$ cat config.mk
export PLATFORM = sky130hd
export DESIGN_NAME = les_dp_core
export DESIGN_NICKNAME = d
export VERILOG_FILES = /design/src/rtl/les_pkg.sv /design/src/rtl/les_dp_core.sv
export SDC_FILE = /design/constraint.sdc
export NUM_CORES = 1
export LEC_CHECK = 0
export ABC_AREA = 1
export BUFFER_PORTS_ARGS = -buffer_cell sky130_fd_sc_hd__buf_2
export CAP_MARGIN = 30
export CORE_ASPECT_RATIO = 1.2
export CORE_UTILIZATION = 35
export DETAILED_ROUTE_END_ITERATION = 8
export HOLD_SLACK_MARGIN = 0.12
export PLACE_DENSITY = 0.57
export RECOVER_POWER = 100
export SETUP_SLACK_MARGIN = 0.2
export SLEW_MARGIN = 20
export SYNTH_ARGS = -nofsm -noshare
export SYNTH_HDL_FRONTEND = slang
export SYNTH_SLANG_ARGS = --single-unit
$ cat constraint.sdc
create_clock -name i_clk -period 47.3 [get_ports i_clk]
set_input_delay 9.46 -clock i_clk [delete_from_list [all_inputs] [get_ports i_clk]]
set_output_delay 9.46 -clock i_clk [all_outputs]
set_load 0.01 [all_outputs]
$ cat src/rtl/les_pkg.sv
package les_pkg;

    localparam int MAX_COLUMNS = 1024;
    localparam int MAX_ROWS    = 1024;

    // register and side width, fixed by the register map
    localparam int SIZE_W = 11;
    localparam int COL_W  = $clog2(MAX_COLUMNS);
    localparam int ROW_W  = $clog2(MAX_ROWS);

    typedef logic [SIZE_W-1:0] t_size;
    typedef logic [COL_W-1:0]  t_col;
    typedef logic [ROW_W-1:0]  t_row;

    localparam t_size MAX_COLUMNS_SIZE = SIZE_W'(MAX_COLUMNS);
    localparam t_size MAX_ROWS_SIZE    = SIZE_W'(MAX_ROWS);
    localparam t_size SIZE_RESET       = 11'd1024;

    // configuration register indexes
    localparam logic [0:0] REG_GRID_COLUMNS = 1'b0;
    localparam logic [0:0] REG_GRID_ROWS    = 1'b1;

    typedef struct packed {
        t_size cols;
        t_size rows;
    } t_grid_size;

    typedef struct packed {
        t_size side;
        t_row  top;
        t_col  left;
    } t_result;

    typedef struct packed {
        logic    grid_end;
        t_result res;
    } t_step;

    // zero acts as one, oversize acts as the limit
    function automatic t_size clamp_size(t_size v, t_size lim);
        t_size r;
        if (v == '0) begin
            r = t_size'(1);
        end else if (v > lim) begin
            r = lim;
        end else begin
            r = v;
        end
        return r;
    endfunction

endpackage

$ cat src/rtl/les_dp_core.sv
module les_dp_core (
    input  logic               i_clk,
    input  logic               i_rst_n,
    input  les_pkg::t_grid_size i_size,
    input  logic               i_accept,
    input  logic               i_cell_blocked,
    input  les_pkg::t_size     i_up_raw,
    output les_pkg::t_col      o_rd_addr,
    output logic               o_wr_en,
    output les_pkg::t_col      o_wr_addr,
    output les_pkg::t_size     o_wr_data,
    output les_pkg::t_step     o_step
);
    import les_pkg::*;

    t_col  r_col_cnt, n_col_cnt;
    t_row  r_row_cnt, n_row_cnt;
    t_size r_left, n_left;
    t_size r_ul, n_ul;
    t_size r_best_side, n_best_side;
    t_row  r_best_top, n_best_top;
    t_col  r_best_left, n_best_left;

    t_size cols, rows;
    t_col  col;
    t_row  row;
    t_size up, diag, left, m_ab, m_min, side;
    t_size top_full, lft_full;
    t_row  top;
    t_col  lft;
    logic  better, row_end, grid_end;

    always_comb begin
        cols = clamp_size(i_size.cols, MAX_COLUMNS_SIZE);
        rows = clamp_size(i_size.rows, MAX_ROWS_SIZE);
        col  = (SIZE_W'(r_col_cnt) >= cols) ? COL_W'(cols - 1'b1) : r_col_cnt;
        row  = (SIZE_W'(r_row_cnt) >= rows) ? ROW_W'(rows - 1'b1) : r_row_cnt;

        up   = (row != '0) ? i_up_raw : '0;
        diag = (row != '0 && col != '0) ? r_ul : '0;
        left = (col != '0) ? r_left : '0;

        m_ab  = (up < left) ? up : left;
        m_min = (m_ab < diag) ? m_ab : diag;
        side  = i_cell_blocked ? '0 : m_min + 1'b1;

        // top-left corner of the square ending here
        top_full = SIZE_W'(row) + 1'b1 - side;
        lft_full = SIZE_W'(col) + 1'b1 - side;
        top      = top_full[ROW_W-1:0];
        lft      = lft_full[COL_W-1:0];

        better = (side != '0) &&
                 ((side > r_best_side) ||
                  ((side == r_best_side) &&
                   ((top < r_best_top) ||
                    ((top == r_best_top) && (lft < r_best_left)))));

        row_end  = (SIZE_W'(col) + 1'b1) >= cols;
        grid_end = row_end && ((SIZE_W'(row) + 1'b1) >= rows);

        n_best_side = better ? side : r_best_side;
        n_best_top  = better ? top  : r_best_top;
        n_best_left = better ? lft  : r_best_left;

        n_col_cnt = r_col_cnt;
        n_row_cnt = r_row_cnt;
        n_left    = r_left;
        n_ul      = r_ul;
        if (i_accept) begin
            priority if (grid_end) begin
                n_col_cnt   = '0;
                n_row_cnt   = '0;
                n_left      = '0;
                n_ul        = '0;
            end else if (row_end) begin
                n_col_cnt = '0;
                n_row_cnt = row + 1'b1;
                n_left    = '0;
                n_ul      = '0;
            end else begin
                n_col_cnt = col + 1'b1;
                n_row_cnt = row;
                n_left    = side;
                n_ul      = up;
            end
        end

        // fetch the entry the next cell will need
        o_rd_addr = i_accept ? (row_end ? '0 : col + 1'b1) : col;
    end

    always_ff @(posedge i_clk) begin
        if (!i_rst_n) begin
            r_col_cnt   <= '0;
            r_row_cnt   <= '0;
            r_left      <= '0;
            r_ul        <= '0;
            r_best_side <= '0;
            r_best_top  <= '0;
            r_best_left <= '0;
        end else begin
            r_col_cnt <= n_col_cnt;
            r_row_cnt <= n_row_cnt;
            r_left    <= n_left;
            r_ul      <= n_ul;
            if (i_accept) begin
                if (grid_end) begin
                    r_best_side <= '0;
                    r_best_top  <= '0;
                    r_best_left <= '0;
                end else begin
                    r_best_side <= n_best_side;
                    r_best_top  <= n_best_top;
                    r_best_left <= n_best_left;
                end
            end
        end
    end

    assign o_wr_en            = i_accept;
    assign o_wr_addr          = col;
    assign o_wr_data          = side;
    assign o_step.grid_end    = grid_end;
    assign o_step.res.side    = n_best_side;
    assign o_step.res.top     = n_best_top;
    assign o_step.res.left    = n_best_left;

endmodule

# Yosys cells after proc, flatten, opt, wreduce, memory -nomap -nowiden
# Index checks and enable logic that the tools add are counted.
# totals
ff_bits,73
rom_bits,0
in_bits,37
word_cells,68
latch_bits,0
ramBits,0
n_memories,0
# classes
shifts,0
add_sub_neg,9
n_eq_ne,2
mux,27
reduce_logical,12
magnitude_cmp,11
n_mul,0
n_div,0
n_bitwise,0
# ops
cell,count
two-way mux 11 bit,16
two-way mux 10 bit,11
adder 10 x 1 -> 11 bit (second input constant),2
greater-or-equal comparator 10 x 11 -> 1 bit,2
greater-or-equal comparator 11 bit,2
greater-than comparator 11 bit (second input constant),2
zero test 11 bit,2
< comparator 11 bit,2
adder 10 x 1 -> 10 bit (second input constant),2
< comparator 10 bit,2
nonzero test 10 bit,2
subtractor 10 x 1 -> 10 bit (second input constant),2
subtractor 10 bit,2
adder 11 x 1 -> 11 bit (second input constant),1
== test 11 bit,1
greater-than comparator 11 bit,1
nonzero test 11 bit,1
== test 10 bit,1
logical AND 1 bit,5
logical OR 1 bit,2

# Logic depth before layout (Yosys ltp)
# Gate-level depths: netlist of the first run.
# depth
depth_word,22
mapped_depth,76
depth_no_buf,72

# Least setup slack after synthesis of the first run
# Ideal clock, no wire load.
# synth_timing
path_kind,input-to-output
startpoint,input i_size[18] (netlist name)
endpoint,output o_step[23] (netlist name)
t_required_ns,37.840
arrival_time_ns,19.505
path_slack_ns,18.335
path_stages,69
path_cell_list,nor2_1 -> nand3_1 -> o21bai_4 -> buf_4 -> nand2_1 -> ha_1 -> nand2_1 -> nor2_1 -> nand3_1 -> nand4_1 -> buf_2 -> inv_1 -> o21ai_0 -> inv_1 -> ha_1 -> inv_1 -> nor2_1 -> nand3_1 -> (+33 left out) -> a21o_1 -> nand2_1 -> nand2_1 -> a21oi_1 -> xor2_1 -> xor2_1 -> inv_1 -> ha_1 -> nand4_1 -> nor3_1 -> o21ai_0 -> o211ai_1 -> a21oi_1 -> o31ai_1 -> inv_1 -> buf_1 -> nand3_1 -> and2_1
# synth_lines
item,line_no,source
from (decl),les_dp_core.sv:4,"input les_pkg::t_grid_size i_size,"
to (decl),les_dp_core.sv:12,output les_pkg::t_step o_step

==> results of run 1 <==
[state kept, by name, indices dropped and copies added (netlist names)]
signal	cells
r_best_side	11
r_best_left	10
r_row_cnt	10
r_best_top	10
r_left	11
r_ul	11
r_col_cnt	10
[metal layers]
| layer | global-route usage | vias to the layer above | share of wire | routed length [um] |
|---|---|---|---|---|
| li1 | - | 4650 | - | - |
| met1 | 0.2659 | 4084 | 0.45 | 11980 |
| met2 | 0.3858 | 211 | 0.49 | 13060 |
| met3 | 0.02842 | 40 | 0.045 | 1202 |
| met4 | 0.07588 | 0 | 0.024 | 650 |
| met5 | 0 | - | 0 | 0 |
[area by class of cell]
type,count,area [um2],area share
inverter,205,769.5,0.08126
sequential,73,1461,0.1543
timing repair buffer,106,488.0,0.05153
clock buffer,10,229.0,0.02418
multi-input combinational,1057,6028,0.6366
clock inverter,6,92.59,0.009778
tap,320,400.4,0.04228
[cell families after synthesis]
family          after synthesis
fa+ha+maj                   119
flops                        73
simple gates                678
compound gates              230
buf+inv                     252
xor+xnor                     30
[worst max-delay path: cells and delay by family]
family | cells | cell delay (ns)
and+or+nand+nor | 29 | 6.00
AOI/OAI and AO/OA | 17 | 3.69
buffers and inverters | 11 | 2.66
adders and majority gates | 7 | 2.18
xor gates and xnor gates | 2 | 0.39
[worst max-delay path by stage]
stage | startpoint | endpoint | cells after the start
global route | i_size[15] | o_step[19] | 69
detailed placement | i_size[15] | o_step[1] | 63
floorplan | i_size[18] | o_step[23] | 69
CTS | i_size[15] | o_step[1] | 63
global placement | i_size[18] | o_step[1] | 67
finish | i_size[15] | o_step[30] | 66
[cell usage after synthesis, drive strengths merged]
master | instances | share of area
nand2 | 391 | 0.18
inv | 202 | 0.088
a21oi | 133 | 0.078
nand3 | 130 | 0.081
ha | 117 | 0.17
nor2 | 87 | 0.042
dfxtp | 73 | 0.17
o21ai | 50 | 0.029
and2 | 32 | 0.023
clkbuf | 25 | 0.011
xor2 | 24 | 0.024
buf | 22 | 0.018
nand4 | 16 | 0.012
o211ai | 13 | 0.011
nor3 | 10 | 0.0064
or2 | 7 | 0.0051
o31ai | 6 | 0.0052
o41ai | 6 | 0.0061
xnor2 | 6 | 0.0061
a21o | 5 | 0.0044
a221oi | 4 | 0.0041
a31oi | 3 | 0.0022
clkinv | 3 | 0.0013
a21boi | 2 | 0.0022
fa | 2 | 0.0047
nand3b | 2 | 0.0017
nor4 | 2 | 0.0015
o21bai | 2 | 0.0031
a2111oi | 1 | 0.0010
a211oi | 1 | 0.00087
a22oi | 1 | 0.00087
nor3b | 1 | 0.00087
o21a | 1 | 0.00087
o221a | 1 | 0.0013
o311ai | 1 | 0.0010
[metrics by stage]
step / hold slack (ns) / cell area, um2 / setup WS [ns]
4_1_cts: 0.4656 / 9635 / 16.35
2_1_floorplan: 0.4453 / 8596 / 18.34
3_5_place_dp: 0.4554 / 9314 / 16.35
3_3_place_gp: 0.4526 / 9294 / 16.50
6_report: 0.4625 / 9469 / 13.40
5_1_grt: 0.4790 / 9469 / 11.77
[cell usage in the layout, fill, tap and decap left out, types with 3 or more instances in the layout]
master,instances
nand3_1,129
o31ai_1,6
a21o_1,5
and2_1,5
o21ai_1,9
a21oi_1,132
nand2_1,377
clkbuf_16,9
nor2_1,80
nor3_1,9
xor2_1,24
buf_2,66
a31oi_1,3
o21ai_0,41
inv_1,193
clkinv_1,4
inv_2,8
or2_2,5
xnor2_1,6
nor2_2,5
nand4_1,15
ha_1,117
o211ai_1,13
a221oi_1,4
dfxtp_1,73
o41ai_1,6
clkbuf_1,39
nand2_2,12
and2_0,27
==> impl_metrics.csv, run 1 <==
group,metric,value,unit
logic_synthesis,synthAdderAreaFrac,0.1750,
logic_synthesis,synthCells,1382,
sta,fmax,29.50,MHz
outcome,outcome,"finished with violations",
detailed_routing,vias,8985,
clock_network,holdBufCountCts,0,
clock_network,postCtsSetupRepairBufs,0,
clock_network,insertion_delay,0.35,ns
logic_synthesis,synth_top_family_by_area,"simple AND/OR/NAND/NOR gates",
critical_path,start_kind,"input pin",
finish,n_antenna_cell,0,
sta,fin_crit_sh,0.7166,
critical_path,critPathSlowestCell,"nand2_1",
finish,area_growth_syn_to_layout,10.16,%
floorplanning,rows,62,
floorplanning,chipWidth,145.1,um
floorplanning,fp.dieArea,25190,um2
clock_network,cts_buffer_depth,2,
finish,stdcell_count,1777,
critical_path,crit-reg2reg-launch,"r_col_cnt[2]",
sta,slew_violations,33,
placed_design,dpl.hpwl,21070,um
sta,maxSlewHeadroom,-0.1035,
logic_synthesis,synth-simple-area-share,0.3540,
detailed_routing,wl_per_cell,15.14,um
sta,hold_viol,0,
global_route,grt_max_degree,75,
logic_synthesis,synth.avg_cell_area,6.220,um2
logic_synthesis,ys_seq_area_frac,0.1700,
critical_path,r2r_end,"r_best_left[5]",
critical_path,crit_arrival,24.44,ns
detailed_routing,drcViolationCount,0,
floorplanning,io_pins,101,
sta,rsz0062_at_grt,"false",
sta,finalClockSkew,0.007449,ns
clock_network,cts_tree,"done",
min_path,holdPathStages,2,
global_route,grt_antenna_before_repair,0,
finish,fin_nets,1608,
clock_network,cts-root-buf,"clkbuf_16",
floorplanning,core,24050,um2
global_route,grt_pass1_vias,8687,
logic_synthesis,ys_seq_elements,73,
detailed_routing,dr.pass1.iters,5,
min_path,min_path_type,"reg2reg",
critical_path,worstPathRequired,37.84,ns
job,maxCapViolCount,1,
critical_path,worst_path_most_repeated_cell,"nand2_1",
clock_network,path_clk_slew,0.06,ns
detailed_routing,drtAntennaViolNets,0,
min_path,hold_end,"r_best_side[6]",
detailed_routing,drt-initial-drc-count,566,
logic_synthesis,yosys_warnings,0,
logic_synthesis,syn-num-nets,1538,
global_route,grt_pass1_wl,43860,um
placed_design,place_inst,1760,
logic_synthesis,syn_area,8596,um2
critical_path,end_kind,"output pin",
detailed_routing,post_drt_via_cell_ratio,5.056,
finish,layout-drive-gt1-share,0.08442,
critical_path,r2r_cells,61,
critical_path,critPathKind,"in2out",
clock_network,htree_num_levels,3,
floorplanning,start_util,0.3574,
logic_synthesis,ys_types,52,
logic_synthesis,synth-compound-area-share,0.1520,
finish,final_util,0.3938,
finish,fillers,2702,
clock_network,cts_made_buffers,9,
sta,fin_crit,33.90,ns
placed_design,io_buffers,100,
logic_synthesis,synthMuxAreaShare,0,
clock_network,clock-sinks,73,
critical_path,r2r_slack,33.51,ns
critical_path,path_max_fanout,31,
placed_design,gp_congestion,0.8488,
detailed_routing,drt_wl_total,26900,um
sta,finalSetupViolations,0,
floorplanning,die_y,173.7,um
min_path,hold_start,"r_best_side[6]",
global_route,track_usage,0.2167,
logic_synthesis,synth-xor-area-share,0.03057,
clock_network,postCtsResizedCells,0,
outcome,failed_checks,"capacitance limit, slew limit",
sta,worst_pin_slew,1.655,ns
global_route,grt_overflow,0,
sta,finalSetupTns,0,ns
critical_path,max_stage_delay,1.03,ns
Power of run 1 is left out: the tool's default activity adds up to more than one toggle a clock period on the data nets, which glitch-free logic cannot reach.
==> run 2: changes to the inputs <==
--- a/config.mk
+++ b/config.mk
@@ -12,7 +12,7 @@
 export CORE_UTILIZATION = 35
 export DETAILED_ROUTE_END_ITERATION = 8
 export HOLD_SLACK_MARGIN = 0.12
-export PLACE_DENSITY = 0.57
+export PLACE_DENSITY = 0.59
 export RECOVER_POWER = 100
 export SETUP_SLACK_MARGIN = 0.2
 export SLEW_MARGIN = 20
==> constraint.sdc (replaced) <==
create_clock -name i_clk -period 27.2 [get_ports i_clk]
set_input_delay 5.44 -clock i_clk [delete_from_list [all_inputs] [get_ports i_clk]]
set_output_delay 5.44 -clock i_clk [all_outputs]
set_load 0.01 [all_outputs]
==> impl_metrics.csv, run 2 (synthesized netlist as in run 1, its figures left out) <==
group,metric,value,unit
detailed_routing,post_drt_via_cell_ratio,5.028,
placed_design,placedInstanceArea,9321,um2
critical_path,crit_arrival,18.47,ns
outcome,failed_checks,"capacitance limit, slew limit",
floorplanning,rows,62,
sta,fmax,41.82,MHz
min_path,min_path_type,"reg2reg",
finish,n_antenna_cell,0,
finish,largestRegisters,"r_best_side x11, r_left x11, r_ul x11",
finish,fin_nets,1608,
finish,fillers,2686,
detailed_routing,dr.pass1.iters,5,
global_route,grtUsageMet2,0.3776,
critical_path,end_kind,"output pin",
finish,fin_area,9510,um2
floorplanning,core,24050,um2
clock_network,htree_num_levels,3,
global_route,grt_pass1_wl,43130,um
floorplanning,fp.dieArea,25190,um2
finish,layout-drive-gt1-share,0.08654,
detailed_routing,wl_per_cell,15.00,um
clock_network,holdBufCountCts,0,
finish,final_util,0.3955,
global_route,grt_pass1_vias,8459,
detailed_routing,drtAntennaViolNets,0,
global_route,grt_antenna_before_repair,0,
finish,area_growth_syn_to_layout,10.64,%
clock_network,cts_tree,"done",
sta,finalClockSkew,0.01028,ns
global_route,met3_usage,0.03079,
floorplanning,chipWidth,145.1,um
global_route,grt.busiest_layer,"met2",
global_route,use_met1,0.2589,
critical_path,start_kind,"input pin",
clock_network,cts_buffer_depth,2,
sta,rsz0062_at_grt,"false",
critical_path,critPathSlowestCell,"o21bai_1",
global_route,grt_max_degree,76,
critical_path,crit-reg2reg-launch,"r_col_cnt[8]",
detailed_routing,drt_wl_total,26630,um
clock_network,postCtsResizedCells,0,
sta,maxSlewHeadroom,-0.1498,
placed_design,io_buffers,100,
sta,worst_slack,3.285,ns
detailed_routing,drt-initial-drc-count,552,
critical_path,setup.worst_path.start,"i_size[18]",
clock_network,cts-root-buf,"clkbuf_16",
clock_network,clock-sinks,73,
outcome,outcome,"finished with violations",
finish,layout_commonest_cell,"nand2_1",
clock_network,postCtsSetupRepairBufs,0,
sta,finalSetupTns,0,ns
critical_path,worst_path_most_repeated_cell,"nand2_1",
placed_design,dpl.hpwl,20910,um
global_route,grt_overflow,0,
critical_path,r2r_slack,15.41,ns
placed_design,gp_congestion,0.8671,
floorplanning,die_y,173.7,um
job,maxCapViolCount,1,
sta,hold_viol,0,
placed_design,dp_slack,4.305,ns
sta,fin_crit,23.91,ns
detailed_routing,drcViolationCount,0,
min_path,hold_start,"r_best_left[2]",
sta,worst_pin_slew,1.725,ns
critical_path,worstPathRequired,21.76,ns
floorplanning,start_util,0.3574,
global_route,track_usage,0.2141,
sta,finalSetupViolations,0,
critical_path,r2r_cells,62,
floorplanning,io_pins,101,
clock_network,path_clk_slew,0.06,ns
clock_network,insertion_delay,0.36,ns
critical_path,r2r_end,"r_best_top[1]",
sta,slew_violations,33,
critical_path,max_stage_delay,0.79,ns
detailed_routing,vias,8930,
critical_path,crit_end,"o_step[1]",
finish,mostFrequentLayoutCells,"nand2_1 (375), inv_1 (193), a21oi_1 (132), nand3_1 (128), ha_1 (117)",
clock_network,cts_made_buffers,9,
critical_path,critPathKind,"in2out",
sta,fin_crit_sh,0.8792,
critical_path,path_max_fanout,31,
run 2: cell type report:
type                            instances  area [um2]  area share
Tap cell                              320       400.4     0.04210
Clock inverter                          5       80.08    0.008420
Sequential cell                        73        1461      0.1537
Clock buffer                           10       239.0     0.02513
Multi-Input combinational cell       1057        6051      0.6362
Inverter                              205       769.5     0.08091
Timing Repair Buffer                  106       509.2     0.05355
run 2: through the flow:
stage               hold WS (ns)  cells
finish                    0.4627   1776
global route              0.4762   1776
CTS                       0.4648   1775
detailed placement        0.4557   1760
global placement          0.4524   1759
floorplan                 0.4453   1382
run 2: critical path, delay by kind of cell:
kind                     cells  cell delay, ns
AO/OA/AOI/OAI               17            3.69
XOR/XNOR                     2            0.38
adder cells (fa/ha/maj)      7            2.27
buffers and inverters       10            1.49
AND/OR/NAND/NOR             31            5.16
run 2: how the worst min path moves through the flow:
stage	cells after the start	slack, ns	endpoint
floorplan	2	0.45	r_best_left[1]
global placement	2	0.45	r_best_top[2]
detailed placement	2	0.46	r_best_side[7]
global route	2	0.48	r_best_top[5]
CTS	2	0.46	r_best_left[5]
finish	2	0.46	r_best_left[2]
run 2: per-layer routing:
| layer | wire [um] | vias up |
|---|---|---|
| met5 | 0 | - |
| met4 | 846 | 0 |
| met3 | 1155 | 53 |
| met2 | 13140 | 192 |
| met1 | 11490 | 4024 |
| li1 | - | 4661 |
Power of run 2 is left out for the same reason.
